$ cat src/hdl/sfct_pkg.sv
// Shared constants, types and CRC helper for the stuffed-frame CRC transmitter.
`default_nettype none
package sfct_pkg;

	localparam logic [7:0]  FLAG_BYTE  = 8'h7E;
	localparam logic [7:0]  ESC_BYTE   = 8'h7D;
	localparam logic [7:0]  ESC_XOR    = 8'h20;
	localparam logic [15:0] CRC_INIT   = 16'hFFFF;
	localparam logic [15:0] POLY_RESET = 16'h8408;

	localparam logic OP_START = 1'b0;
	localparam logic OP_DATA  = 1'b1;

	localparam int  RUN_DEPTH = 6;
	localparam int  RUN_IDX_W = $clog2(RUN_DEPTH);
	localparam int  RUN_CNT_W = $clog2(RUN_DEPTH + 1);

	// APB register map, byte addresses
	localparam logic [1:0] ADDR_CRC_POLY = 2'd0;

	// bytes caused by one input item, sent in slot order
	typedef struct packed {
		logic [RUN_DEPTH-1:0][7:0] bytes;
		logic [RUN_CNT_W-1:0]      cnt;
	} run_t;

	// reflected CRC, LSB first, one byte
	function automatic logic [15:0] crc_fold(input logic [15:0] crc, input logic [7:0] d,
	                                         input logic [15:0] poly);
		logic [15:0] c;
		c = crc;
		for (int k = 0; k < 8; k++) begin
			if (c[0] ^ d[k]) begin
				c = (c >> 1) ^ poly;
			end else begin
				c = c >> 1;
			end
		end
		return c;
	endfunction

endpackage
`default_nettype wire

$ cat src/hdl/sfct_encoder.sv
// Framing engine: packet state, CRC update and byte stuffing for one item.
`default_nettype none
module sfct_encoder (
	input  wire logic        clk,
	input  wire logic        arst_n,
	input  wire logic        step,
	input  wire logic        op,
	input  wire logic [7:0]  tag,
	input  wire logic [15:0] tag_crc,
	input  wire logic [7:0]  length,
	input  wire logic [7:0]  data_byte,
	input  wire logic [15:0] poly,
	output sfct_pkg::run_t   run
);

	logic [15:0] crc_q;
	logic [7:0]  rem_q;
	logic        open_q;

	logic [15:0] crc_d;
	logic [7:0]  rem_d;
	logic        open_d;

	logic [15:0] fold;
	logic [15:0] inv;
	logic        esc;
	logic        closing;

	// start items fold length on top of the tag CRC taken at the input
	assign fold    = sfct_pkg::crc_fold((op == sfct_pkg::OP_START) ? tag_crc : crc_q,
	                                    (op == sfct_pkg::OP_START) ? length : data_byte, poly);
	assign inv     = ~fold;
	assign esc     = (data_byte == sfct_pkg::FLAG_BYTE) || (data_byte == sfct_pkg::ESC_BYTE);
	assign closing = (rem_q == 8'd1);

	always_comb begin
		run    = '0;
		crc_d  = crc_q;
		rem_d  = rem_q;
		open_d = open_q;
		if (op == sfct_pkg::OP_START) begin
			run.bytes[0] = sfct_pkg::FLAG_BYTE;
			run.bytes[1] = tag;
			run.bytes[2] = length;
			if (length == 8'd0) begin
				// empty packet: zero CRC bytes and close at once
				run.bytes[3] = 8'h00;
				run.bytes[4] = 8'h00;
				run.bytes[5] = sfct_pkg::FLAG_BYTE;
				run.cnt      = sfct_pkg::RUN_CNT_W'(6);
				crc_d        = sfct_pkg::CRC_INIT;
				rem_d        = 8'd0;
				open_d       = 1'b0;
			end else begin
				run.cnt = sfct_pkg::RUN_CNT_W'(3);
				crc_d   = fold;
				rem_d   = length;
				open_d  = 1'b1;
			end
		end else if (open_q) begin
			rem_d = rem_q - 8'd1;
			crc_d = fold;
			if (esc) begin
				run.bytes[0] = sfct_pkg::ESC_BYTE;
				run.bytes[1] = data_byte ^ sfct_pkg::ESC_XOR;
				run.cnt      = sfct_pkg::RUN_CNT_W'(2);
				if (closing) begin
					run.bytes[2] = inv[7:0];
					run.bytes[3] = inv[15:8];
					run.bytes[4] = sfct_pkg::FLAG_BYTE;
					run.cnt      = sfct_pkg::RUN_CNT_W'(5);
				end
			end else begin
				run.bytes[0] = data_byte;
				run.cnt      = sfct_pkg::RUN_CNT_W'(1);
				if (closing) begin
					run.bytes[1] = inv[7:0];
					run.bytes[2] = inv[15:8];
					run.bytes[3] = sfct_pkg::FLAG_BYTE;
					run.cnt      = sfct_pkg::RUN_CNT_W'(4);
				end
			end
			if (closing) begin
				crc_d  = sfct_pkg::CRC_INIT;
				open_d = 1'b0;
			end
		end
		// data with no open packet: empty run, state untouched
	end

	always_ff @(posedge clk or negedge arst_n) begin
		if (!arst_n) begin
			crc_q  <= sfct_pkg::CRC_INIT;
			rem_q  <= 8'd0;
			open_q <= 1'b0;
		end else if (step) begin
			crc_q  <= crc_d;
			rem_q  <= rem_d;
			open_q <= open_d;
		end
	end

endmodule
`default_nettype wire

$ cat src/hdl/stuffed_frame_crc_transmitter_unit.sv
// Top level of the stuffed-frame CRC transmitter: input register, encoder, byte serializer.
// Usage:
//   Input channel (in_valid/in_ready) takes one item per beat: operation 0 opens a
//   packet with tag and length, operation 1 carries one payload byte. Output channel
//   (out_valid/out_ready) sends the framed line stream one byte per beat; run_last
//   marks the last byte caused by an item.
//   APB port: register 0 at address 0 is the reflected CRC polynomial (bits 15:0).
//   Write it only while the block is idle.
// Path: an item passes the input register and then the run register before its first byte is valid;
// Throughput: one line byte per cycle while out_ready is high. An item holds the serializer
//   until the last of the bytes it causes (1 to 6; an escaped byte costs 2) is taken. The input register
//   takes the next item while the serializer still drains the previous run, so
//   items flow back to back; a payload byte with no open packet passes through
//   the input register and yields nothing.
// Reset: no packet open, CRC accumulator 0xFFFF, polynomial 0x8408.
// Stall: while out_ready is low the current byte holds; once the input register
//   is full, in_ready drops until the serializer takes its run.
`default_nettype none
module stuffed_frame_crc_transmitter_unit (
	input  wire logic        clk,
	input  wire logic        arst_n,
	input  wire logic        in_valid,
	output logic             in_ready,
	input  wire logic        operation,
	input  wire logic [7:0]  tag,
	input  wire logic [7:0]  length,
	input  wire logic [7:0]  data_byte,
	output logic             out_valid,
	input  wire logic        out_ready,
	output logic [7:0]       line_byte,
	output logic             run_last,
	input  wire logic        psel,
	input  wire logic        penable,
	input  wire logic        pwrite,
	input  wire logic [1:0]  paddr,
	input  wire logic [31:0] pwdata,
	output logic [31:0]      prdata,
	output logic             pready
);

	logic [15:0] poly_q;

	logic        valid_s1;
	logic        op_s1;
	logic [7:0]  tag_s1;
	logic [7:0]  len_s1;
	logic [7:0]  db_s1;
	logic [15:0] tag_crc_s1;

	sfct_pkg::run_t run;

	logic                                 run_valid_q;
	logic [sfct_pkg::RUN_DEPTH-1:0][7:0] run_bytes_q;
	logic [sfct_pkg::RUN_CNT_W-1:0]      run_cnt_q;
	logic [sfct_pkg::RUN_IDX_W-1:0]      idx_q;

	logic out_fire;
	logic at_last;
	logic s1_move;

	// config port
	assign pready = 1'b1;
	assign prdata = (paddr == sfct_pkg::ADDR_CRC_POLY) ? {16'h0000, poly_q} : 32'h0;

	always_ff @(posedge clk or negedge arst_n) begin
		if (!arst_n) begin
			poly_q <= sfct_pkg::POLY_RESET;
		end else if (psel && penable && pwrite && pready) begin
			poly_q <= pwdata[15:0];
		end
	end

	// serializer handshake
	assign out_valid = run_valid_q;
	assign line_byte = run_bytes_q[idx_q];
	assign at_last   = (idx_q == sfct_pkg::RUN_IDX_W'(run_cnt_q - sfct_pkg::RUN_CNT_W'(1)));
	assign run_last  = at_last;
	assign out_fire  = out_valid && out_ready;
	assign s1_move   = valid_s1 && (!run_valid_q || (out_fire && at_last));
	assign in_ready  = !valid_s1 || s1_move;

	// input register; tag CRC is seeded here so the encoder folds one byte only
	always_ff @(posedge clk or negedge arst_n) begin
		if (!arst_n) begin
			valid_s1 <= 1'b0;
		end else if (in_ready) begin
			valid_s1 <= in_valid;
		end
	end

	always_ff @(posedge clk) begin
		if (in_valid && in_ready) begin
			op_s1      <= operation;
			tag_s1     <= tag;
			len_s1     <= length;
			db_s1      <= data_byte;
			tag_crc_s1 <= sfct_pkg::crc_fold(sfct_pkg::CRC_INIT, tag, poly_q);
		end
	end

	sfct_encoder u_encoder (
		.clk       (clk),
		.arst_n    (arst_n),
		.step      (s1_move),
		.op        (op_s1),
		.tag       (tag_s1),
		.tag_crc   (tag_crc_s1),
		.length    (len_s1),
		.data_byte (db_s1),
		.poly      (poly_q),
		.run       (run)
	);

	always_ff @(posedge clk or negedge arst_n) begin
		if (!arst_n) begin
			run_valid_q <= 1'b0;
			idx_q       <= '0;
		end else if (s1_move) begin
			run_valid_q <= (run.cnt != '0);
			idx_q       <= '0;
		end else if (out_fire) begin
			if (at_last) begin
				run_valid_q <= 1'b0;
			end else begin
				idx_q <= idx_q + sfct_pkg::RUN_IDX_W'(1);
			end
		end
	end

	always_ff @(posedge clk) begin
		if (s1_move) begin
			run_bytes_q <= run.bytes;
			run_cnt_q   <= run.cnt;
		end
	end

endmodule
`default_nettype wire

$ cat config.mk
export PLATFORM = sky130hd
export DESIGN_NAME = stuffed_frame_crc_transmitter_unit
export DESIGN_NICKNAME = d
export VERILOG_FILES = /design/src/hdl/sfct_pkg.sv /design/src/hdl/sfct_encoder.sv /design/src/hdl/stuffed_frame_crc_transmitter_unit.sv
export SDC_FILE = /design/constraint.sdc
export NUM_CORES = 1
export LEC_CHECK = 0
export ABC_AREA = 1
export BUFFER_PORTS_ARGS = -buffer_cell sky130_fd_sc_hd__buf_4
export CORE_MARGIN = 3
export CORE_UTILIZATION = 55
export CTS_BUF_LIST = sky130_fd_sc_hd__clkbuf_8
export CTS_CLUSTER_SIZE = 28
export DETAILED_ROUTE_END_ITERATION = 16
export GPL_TIMING_DRIVEN = 0
export PLACE_DENSITY = 0.78
export SLEW_MARGIN = 0
export SYNTH_ARGS = -nofsm -noshare
export SYNTH_HDL_FRONTEND = slang
export SYNTH_SLANG_ARGS = --single-unit
$ cat constraint.sdc
create_clock -name clk -period 4.2 [get_ports clk]
set_input_delay 0.42 -clock clk [delete_from_list [all_inputs] [get_ports clk]]
set_output_delay 0.42 -clock clk [all_outputs]
set_load 0.05 [all_outputs]
Word level (Yosys, flattened, before mapping)
Index checks and enable logic that the tools add are counted. W data, S select, Z words.

Flip-flop bits (word level): 138. Bits in latches: 0. Memory bits (writable): 0. Memory bits (read-only): 0. Output and inout bits: 44. Logic and storage cells: 142. Memories kept: 0.

Add/sub/neg operators: 3. Multipliers: 0. Div/mod/pow operators: 0. $lt $le $gt $ge: 1. Eq/ne operators: 6. Shift-type cells: 0. Mux-type cells: 54. Bitwise logic cells: 35. Reduce and logical (&&, ||, !) cells: 21.

Operators by type and width (number): $mux W16 (28); $xor A15 B16 Y16 (15); $mux W43 (2); $mux W8 (6); $mux W23 (2); $mux W35 (1); $bmux W8 S3 (1); $mux W3 (6); $eq A8 B7 Y1 const B (2); $not A16 Y16 (1); $mux W15 (1); $not A15 Y15 (1); $xor A1 B1 Y1 (15); $eq A8 B1 Y1 const B (1); $logic_not A8 Y1 (1); $reduce_and A2 Y1 (4); $sub A8 B1 Y8 const B (1); $mux W1 (7); $logic_and A1 B1 Y1 (6); $lt A3 B4 Y1 const B (1); $ne A2 B1 Y1 const B (2); $reduce_bool A2 Y1 (2); $add A3 B1 Y3 const B (1); $eq A3 B3 Y1 (1); other kinds (7) (12).

Logic depth before layout (Yosys ltp)
Gate-level depths: netlist of run 1.

Word-level depth: 28. Gate-level depth with buffers: 38. Gate-level depth less buffers: 35.

Modules after synthesis
From an unflattened synthesis of run 1, not the netlist that was laid out.

Cells, all modules: 1737. Area total of the unflattened synthesis: 11662.4 um^2.

By module, submodules not included: stuffed_frame_crc_transmitter_unit (instances 1, cells an instance 784, area each 6729.0 um^2, sequential area each 3291.9 um^2); sfct_encoder (instances 1, cells an instance 953, area each 4933.5 um^2, sequential area each 645.6 um^2).

Worst setup path after synthesis of run 1
No wires, ideal clock.

Path kind: reg2reg. Start: register run_cnt_q[0] (netlist name). End: register u_encoder.crc_q[7]. Setup time: 102 ps. Arrival time: 4625 ps. Data required time: 4098 ps. Slack: -527 ps. Stages on the path, launching flop included: 15. Buffers on the path: 1. Cells stage by stage: edfxtp_1 -> inv_1 -> ha_1 -> xnor2_1 -> xor2_1 -> nand4_1 -> inv_1 -> nor2_1 -> nor2_1 -> inv_1 -> nor2_1 -> o21ai_1 -> nor2_1 -> clkbuf_1 -> a22oi_1.

Cells in the longest elaborated chain, start to end: 6.

RTL lines: start: declaration (RTL line stuffed_frame_crc_transmitter_unit.sv:54) `logic [sfct_pkg::RUN_CNT_W-1:0] run_cnt_q;`; start signal: assignment (RTL line stuffed_frame_crc_transmitter_unit.sv:133) `run_cnt_q <= run.cnt;`; $sub A3 B1 Y3 (RTL line stuffed_frame_crc_transmitter_unit.sv:76) `assign at_last = (idx_q == sfct_pkg::RUN_IDX_W'(run_cnt_q - sfct_pkg::RUN_CNT_W'(1)));`; $eq A3 B3 Y1 (RTL line stuffed_frame_crc_transmitter_unit.sv:76); via run_last (RTL line stuffed_frame_crc_transmitter_unit.sv:31) `output logic run_last,`; $logic_and A1 B1 Y1 (RTL line stuffed_frame_crc_transmitter_unit.sv:79) `assign s1_move = valid_s1 && (!run_valid_q || (out_fire && at_last));`; $logic_or A1 B1 Y1 (RTL line stuffed_frame_crc_transmitter_unit.sv:79); $logic_and A1 B1 Y1 (RTL line stuffed_frame_crc_transmitter_unit.sv:79); via s1_move (RTL line stuffed_frame_crc_transmitter_unit.sv:59) `logic s1_move;`; $reduce_and A2 Y1 (no line); end signal: assignment (RTL line sfct_encoder.sv:93) `crc_q <= sfct_pkg::CRC_INIT;`; end signal: assignment (RTL line sfct_encoder.sv:97) `crc_q <= crc_d;`; end: declaration (RTL line sfct_encoder.sv:16) `logic [15:0] crc_q;`.

The timed path passes the listed nets, and every way through them passes these cells. A chain may end at the register's enable or synchronous reset.

==> results.toml, run 1 <==
[synthesis]
synth_edf_count = 78
yosys.area.top_type = "edfxtp_1"
synth.area.top_cells = "edfxtp_1, nand2_1, xor2_1, dfrtp_1, nand3_1"
synth_top_area_frac = 0.223
ys.warnings.count = 0
ys.flop_type = "edfxtp_1"
synth_seq_cells = 124
ys_seq_area_frac = 0.334
synthArstFlopShare = 0.371
syn-instance-count = 1570
synth_area_per_cell_sq_um = 6.70
syn-cell-area_sq_um = 10500
yosys.cell_types.count = 51

[grt]
grt_first_pass_wirelength_mm = 49.7
grt_max_degree = 47
track_usage = 0.307
first_global_vias = 9472
antenna_found_initial = 1
grt-ovfl-total = 0

[sta]
grt_setup_unrepaired = "yes"
slew_headroom = 0.250
period_needed_ns = 4.01
slew_viol_final = 0
hold_viol = 0
fin_worst_skew_ns = 0.0167
fmax_mhz = 250
worst-slew-pin-transition_ns = 1.11
setup_viol = 0
min_period_over_period = 0.954

[worst_setup_path]
cp_common_cell = "nand2_1"
worst_setup_path_start_kind = "flip-flop"
critPathTopFamily = "simple AND/OR/NAND/NOR gates"
crit_start = "db_s1[0]"
crit_slowest_cell = "edfxtp_1"
critPathMaxFanout = 10
path_buf_inv = 5
end_kind = "flip-flop"
cp_data_required_time_ns = 4.40
path_class = "reg -> reg"
arrival_ns = 4.21
crit_path_max_incr_delay_ns = 0.45
regToRegStartpoint = "db_s1[0]"

[cells_and_area]
register_area_sq_um = 3520
antenna_cells = 0
syn_to_final_growth_pct = 16.9
layout-drive-gt1-share = 0.167
final_area_sq_um = 12300
fin_util = 0.669
nFillCells = 1634
fin_nets = 1771
multiInputGateArea_sq_um = 6180

[clock_tree]
clk_latency_ns = 0.46
cts_tree = "done"
root_buffer = "clkbuf_8"
clk_pin_slew_ns = 0.08
clk_path_buf_depth = 2
numCtsBuffers = 17
cts.sinks = 124
cts_htree_levels = 4

[die]
initial_core_util = 0.572
die_w_microns = 144
fp.dieH_microns = 144
ioPinCount = 110
core.rowCount = 49
coreArea_sq_um = 18400
die_area_sq_um = 20800

[route]
wl_per_cell_microns = 16.6
drcViolationCount = 0
initialDrtViolationCount = 1000
first_pass_iters = 7
routed_wl_mm = 32.3
ant_nets = 0
viasPerCell = 5.45
vias = 10600

[flow_run]
drv_cap = 0

[placed_design]
place_area_sq_um = 11500
port_buffers = 76
hpwl_mm = 24.3
gp_congestion = 0.965

[outcome]
status = "finished, final reports clean"

[min_path]
worstHoldStart = "data_byte[2]"
hp-class = "in -> reg"
==> placed cells by master (no fill, tap or decap), drive strengths merged, types with 17 or more instances in the layout <==
master and instances:
edfxtp 78, nand4 20, inv 145, nand2 603
nor2 165, conb 17, o21ai 54, clkbuf 71
a21oi 38, dfrtp 27, dfstp 19, nand3 135
xor2 91, xnor2 39, buf 140
==> metal layers <==
metal	wire [microns]	vias to the layer above	share of wire	global-route usage
met5	17	-	0.00053	0
met4	946	2	0.029	0.102
met3	2750	65	0.085	0.0460
met2	15300	457	0.47	0.508
met1	13200	4865	0.41	0.413
li1	-	5182	-	-
==> cells by family (layout without fill, tap and decap cells) <==
kind of cell             count (synthesis)  count (layout)  synth area share
XOR/XNOR                               130             130             0.110
AND/OR/NAND/NOR                        946             946             0.380
buffers and inverters                  242             369             0.102
other                                    2              17          0.000713
AO/OA/AOI/OAI                          119             119            0.0655
flip-flops                             124             124             0.334
adder cells (fa/ha/maj)                  6               6           0.00713
multiplexers                             1               1           0.00107
==> stage by stage <==
step | setup WS, ns | cells | hold slack (ns) | TNS, ns
after floorplan | 0.261 | 1585 | 0.124 | 0
after global placement | -0.702 | 1890 | 0.477 | -13.66
after detailed placement | -0.148 | 1891 | 0.483 | -1.06
after CTS | 0.00692 | 1923 | 0.118 | 0
after global routing | -0.0700 | 1941 | 0.119 | -0.488
final | 0.194 | 1941 | 0.131 | 0
==> what timing repair did <==
item	in CTS	in global routing
hold buffers	1	0
pin swaps	0	17
buffers inserted	0	17
hold endpoints to repair	13	0
resized for setup	1	78
setup endpoints to repair	9	53
cloned	0	2
==> cell type report <==
type / count / share of cell area
Inverter: 142 / 0.0439
Clock inverter: 15 / 0.0190
Buffer: 98 / 0.0463
Multi-Input combinational cell: 1219 / 0.502
Clock buffer: 17 / 0.0190
Sequential cell: 124 / 0.286
Timing Repair Buffer: 97 / 0.0602
Tap cell: 229 / 0.0233
==> registers in the layout, summed over array words and instances, names as in the netlist <==
| signal | count |
|---|---|
| db_s1 | 8 |
| idx_q | 3 |
| len_s1 | 8 |
| op_s1 | 1 |
| out_valid | 1 |
| poly_q | 16 |
| run_bytes_q | 34 |
| run_cnt_q | 3 |
| tag_crc_s1 | 16 |
| tag_s1 | 8 |
| u_encoder.crc_q | 16 |
| u_encoder.open_q | 1 |
| u_encoder.rem_q | 8 |
| valid_s1 | 1 |
==> path summary, 6_finish.rpt <==
check                                       to  slack, ns  depth (start not counted)
setup reg to reg               run_bytes_q[18]       0.19                         28
hold reg to reg            u_encoder.crc_q[11]       0.51                          1
max in group asynchronous            poly_q[1]       3.19                          2
min in group asynchronous             idx_q[0]       0.51                          2
setup / recovery               run_bytes_q[18]       0.19                         28
hold / removal                        db_s1[2]       0.13                          1
==> cell usage after synthesis (6+ instances only) <==
library cell and instances:
a21oi_1 38, dfstp_2 19, dfrtp_1 27, a2bb2oi_1 8, edfxtp_1 78, nand3_1 126, inv_1 131, nand4_1 20
xor2_1 90, clkbuf_1 54, nand3_2 7, inv_2 6, nor2_1 159, buf_4 20, o21ai_1 6, xnor2_1 38
buf_2 13, nand2_1 580, a221o_1 6, o21ai_0 47, nand2_2 19, nand3b_1 8, ha_1 6
Power of run 1 is not shown: default switching activity piles up to over one toggle a cycle in this logic, so the estimate is an artifact.
==> run 2, diff against run 1 <==
PLACE_DENSITY = 0.75   (was 0.78)
clock period = 4.4 ns   (was 4.2 ns; I/O delays follow)
==> run 2 against run 1 <==
Sequential cell count unchanged. Core utilization is 1.7 points lower. Register-to-register slack better by 0.06 ns. Critical path type unchanged. Critical endpoint is now run_bytes_q[17]. Largest cell class unchanged.
==> results.toml, run 2 (synthesis results as in run 1) <==
[grt]
antenna_found_initial = 0
grt_max_degree = 47
grt_first_pass_wirelength_mm = 50.6
track_usage = 0.310
grt-ovfl-total = 0
first_global_vias = 9669

[worst_setup_path]
end_kind = "flip-flop"
critPathMaxFanout = 10
crit_slowest_cell = "edfxtp_1"
crit_path_max_incr_delay_ns = 0.39
worst_setup_path_start_kind = "flip-flop"
cp_data_required_time_ns = 4.59
arrival_ns = 4.33
path_class = "reg -> reg"

[die]
core.rowCount = 49
die_area_sq_um = 20800
ioPinCount = 110
fp.dieH_microns = 144
coreArea_sq_um = 18400
initial_core_util = 0.572
die_w_microns = 144

[flow_run]
drv_cap = 0

[clock_tree]
clk_latency_ns = 0.45
root_buffer = "clkbuf_8"
cts_htree_levels = 4
hold_buffers = 0
clk_pin_slew_ns = 0.08
cts_tree = "done"
cts.sinks = 124
clk_path_buf_depth = 2
numCtsBuffers = 17

[sta]
min_period_over_period = 0.941
grt_setup_unrepaired = "yes"
fmax_mhz = 241
worst-slew-pin-transition_ns = 1.08
hold_viol = 0
fin_worst_skew_ns = 0.00892
period_needed_ns = 4.14
slew_viol_final = 0
setup_viol = 0
slew_headroom = 0.272

[cells_and_area]
multiInputGateArea_sq_um = 6070
fin_nets = 1756
nFillCells = 1714
final_common_cell = "nand2_1"
fin_cells = 1926
layout-drive-gt1-share = 0.141
register_area_sq_um = 3520
antenna_cells = 0
largest_reg_flops = 34
syn_to_final_growth_pct = 13.8
largest_register = "run_bytes_q"
layout_common_cells = "nand2_1, nor2_1, inv_1, nand3_1, buf_4"

[route]
drcViolationCount = 0
initialDrtViolationCount = 1034
wl_per_cell_microns = 16.3
ant_nets = 0
routed_wl_mm = 31.4
viasPerCell = 5.43
first_pass_iters = 6
vias = 10500

[placed_design]
dp.cells = 1891
gp_congestion = 0.954
port_buffers = 76
hpwl_mm = 24.1

[min_path]
hp-class = "in -> async"

[outcome]
status = "finished, final reports clean"
-- run 2: cell types whose count changed in the layout (fill, tap and decap cells not counted), sizes merged --
cell         change
bufinv           -3
clkinv           +1
dlygate4sd3      -1
buf             -17
clkbuf           +3
clkinvlp         +2
-- run 2: metal layers --
metal / GRT usage / up-vias / share of wire
li1: - / 5154 / -
met1: 0.430 / 4794 / 0.43
met2: 0.512 / 463 / 0.47
met3: 0.0417 / 52 / 0.078
met4: 0.0830 / 0 / 0.023
met5: 0 / - / 0
-- run 2: worst paths after layout --
path | end | slack (ns) | startpoint | cells past startpoint
min in group clk | op_s1 | 0.16 | operation | 1
max | run_bytes_q[17] | 0.26 | op_s1 | 34
min | out_valid | 0.003 | arst_n | 1
max reg2reg | run_bytes_q[17] | 0.26 | op_s1 | 34
min reg2reg | u_encoder.crc_q[10] | 0.51 | u_encoder.crc_q[10] | 1
max in group asynchronous | poly_q[5] | 3.95 | arst_n | 1
-- run 2: final cells by class --
type / count / share of cell area
buffer: 100 / 0.0458
sequential: 124 / 0.293
timing repair buffer: 80 / 0.0522
inverter: 142 / 0.0449
clock buffer: 17 / 0.0195
multi-input combinational: 1219 / 0.507
clock inverter: 15 / 0.0136
tap: 229 / 0.0239
-- run 2: through the flow --
stage	utilization	TNS, ns	hold WS (ns)	instance area [sq um]	setup slack [ns]
finish	0.652	0	0.00328	12000	0.259
global route	0.652	-0.0329	0.0226	12000	-0.0215
CTS	0.645	0	0.0140	11900	0.114
detailed placement	0.624	0	0.493	11500	0.110
global placement	0.622	-7.61	0.493	11400	-0.464
floorplan	-	0	0.144	10600	0.461
-- run 2: critical path, delay by kind of cell (launching register included) --
kind	cells	cell delay, ns
DFF	1	0.39
and+or+nand+nor	28	2.75
buffers and inverters	6	0.74
-- run 2: repair_timing --
item | 4_1_cts | 5_1_grt
resized for setup | 0 | 27
setup buffers | 0 | 3
endpoints found under the setup margin | 0 | 39
Power of run 2 is left out for the same reason.
==> run 3, diff against run 2 <==
ABC_AREA = unset   (was 1)
==> run 3 against run 2 <==
The run now ends with negative hold slack, negative setup slack left. Die area fell by 0.33%. First-iteration DRC count rose by 25%. Critical endpoint is now run_bytes_q[20]. Design area rose by 10%. Sequential cell count did not move. Core utilization rose by 7.0 points. Non-clock buffer count rose by 74. Synthesized cell count fell by 24%. Worst setup slack got worse by 0.75 ns. Global-route usage rose by 1.7 points.
==> results.toml, run 3 <==
[grt]
first_global_vias = 9292
grt-ovfl-total = 0
track_usage = 0.327
grt_max_degree = 47
antenna_found_initial = 0
grt_first_pass_wirelength_mm = 52.4

[outcome]
status = "finished, violations left"
failed_checks = "negative hold slack, negative setup slack"

[route]
wl_per_cell_microns = 21.8
vias = 10200
first_pass_iters = 6
ant_nets = 0
routed_wl_mm = 35.1
drcViolationCount = 0
viasPerCell = 6.30
initialDrtViolationCount = 1295

[clock_tree]
clk_pin_slew_ns = 0.09
cts_htree_levels = 4
clk_path_buf_depth = 2
clk_latency_ns = 0.46
root_buffer = "clkbuf_8"
cts.sinks = 124
cts_tree = "done"
numCtsBuffers = 17

[worst_setup_path]
critPathMaxFanout = 8
crit_chain = "xor2_2 > mux4_2 > xnor2_4 > a221o_1 > a211oi_1 > nor3_1 > a211o_1 > mux2_4 > or3_4 > a311oi_4 > or2_1 > buf_6 > nand2_4 > xnor2_4 > o221ai_1"
crit_slowest_cell = "mux4_2"
worst_setup_path_start_kind = "flip-flop"
crit_path_max_incr_delay_ns = 0.59
end_kind = "flip-flop"
cp_data_required_time_ns = 4.57
path_class = "reg -> reg"
cp_common_cell = "xnor2_4"
arrival_ns = 5.06
path_buf_inv = 1
critPathTopFamily = "compound AO/OA/AOI/OAI gates"

[sta]
fin_worst_skew_ns = 0.0188
setup_viol = 40
fmax_mhz = 204
period_needed_ns = 4.89
tns_ns = -13.03
hold_viol = 2
slew_viol_final = 0
grt_setup_unrepaired = "yes"
slew_headroom = 0.326
min_period_over_period = 1.11
finalWorstSetupSlack_ns = -0.494
fin_hold_ws_ns = -0.00544
worst-slew-pin-transition_ns = 1.01

[synthesis]
synth_top_area_frac = 0.223
ys.flop_type = "edfxtp_1"
synth.area.top_cells = "edfxtp_1, xnor2_1, nand2_1, dfrtp_1, dfstp_2"
ys_seq_area_frac = 0.335
syn-cell-area_sq_um = 10500
yosys.cell_types.count = 87
synth_compound_area_frac = 0.169
synth_area_per_cell_sq_um = 8.79
yosys.area.top_type = "edfxtp_1"
synth_commonest_cells = "nand2_1, xnor2_1, edfxtp_1"
ys.warnings.count = 0
syn-instance-count = 1194
synth_top_family_by_area = "XOR/XNOR gates"
yosysMostFrequentCell = "nand2_1"
synth_edf_count = 78
synthAdderAreaFrac = 0.00716
synthArstFlopShare = 0.371
synth_mux_area_frac = 0.0619
synth-simple-area-share = 0.176
synth_seq_cells = 124
synth_xor_area_frac = 0.189

[min_path]
hp-class = "in -> async"

[cells_and_area]
final_common_cell = "nand2_1"
multiInputGateArea_sq_um = 7190
fin_nets = 1443
syn_to_final_growth_pct = 26.1
nFillCells = 1310
largest_register = "run_bytes_q"
layout_common_cells = "nand2_1, xnor2_1, buf_4, edfxtp_1, clkbuf_1"
register_area_sq_um = 3520
layout-drive-gt1-share = 0.286
antenna_cells = 0
largest_reg_flops = 34

[die]
coreArea_sq_um = 18300
ioPinCount = 110
fp.dieH_microns = 144
initial_core_util = 0.572
core.rowCount = 49
die_w_microns = 144
die_area_sq_um = 20800

[placed_design]
hpwl_mm = 24.0
gp_congestion = 0.976
port_buffers = 74

[flow_run]
drv_cap = 0
## run 3: path summary, 6_finish.rpt
kind                                       end  cells after the start           startpoint  slack, ns
max in group asynchronous            poly_q[0]                      1               arst_n       3.88
hold / removal                        idx_q[1]                      1               arst_n     -0.005
setup reg to reg               run_bytes_q[20]                     15            len_s1[0]      -0.49
setup / recovery               run_bytes_q[20]                     15            len_s1[0]      -0.49
min in group clk                     len_s1[0]                      1            length[0]       0.16
hold reg to reg            u_encoder.crc_q[15]                      2  u_encoder.crc_q[15]       0.52
## run 3: final cells by class
| cell class | count | area share |
|---|---|---|
| flip-flops and latches | 124 | 0.266 |
| plain buffers | 106 | 0.0413 |
| well taps | 229 | 0.0217 |
| clock inverters | 14 | 0.0101 |
| multi-input cells | 945 | 0.544 |
| clock buffers | 18 | 0.0187 |
| inverters | 29 | 0.00898 |
| repair buffers | 148 | 0.0896 |
## run 3: per-layer routing
metal | up-vias | global-route usage | wire length (microns)
li1 | 4490 | - | -
met1 | 4844 | 0.449 | 13500
met2 | 699 | 0.519 | 16400
met3 | 132 | 0.0536 | 3740
met4 | 0 | 0.133 | 1500
met5 | - | 0 | 0
## run 3: worst reg2reg max path, delay by kind of cell (launching register included)
kind,cells,cell delay [ns]
xor+xnor,3,0.67
compound gates,5,1.60
buf+inv,1,0.18
mux,2,0.90
simple gates,4,0.75
flops,1,0.49
## run 3: timing repair
action | CTS | global route
setup endpoints to repair | 56 | 56
gates cloned | 0 | 1
setup buffers | 50 | 24
hold buffers | 0 | 0
pin swaps | 51 | 34
resized for setup | 93 | 74
## run 3: logic make-up after synthesis
logic type,count (synthesis)
AND/OR/NAND/NOR,410
AO/OA/AOI/OAI,245
XOR/XNOR,218
buffers and inverters,140
flip-flops,124
multiplexers,49
adder cells (fa/ha/maj),6
other,2
## run 3: per-stage QoR
step                setup WS, ns  hold WS [ns]  instances  area, sq um  utilization
finish                    -0.494      -0.00544       1613        13200        0.722
global route              -0.563       0.00649       1613        13200        0.722
CTS                       -0.275       0.00356       1593        12700        0.695
detailed placement         -1.70         0.495       1513        11500        0.625
global placement           -1.69         0.492       1512        11400        0.624
floorplan               0.000449         0.144       1209        10600            -
Power of run 3 is left out for the same reason.
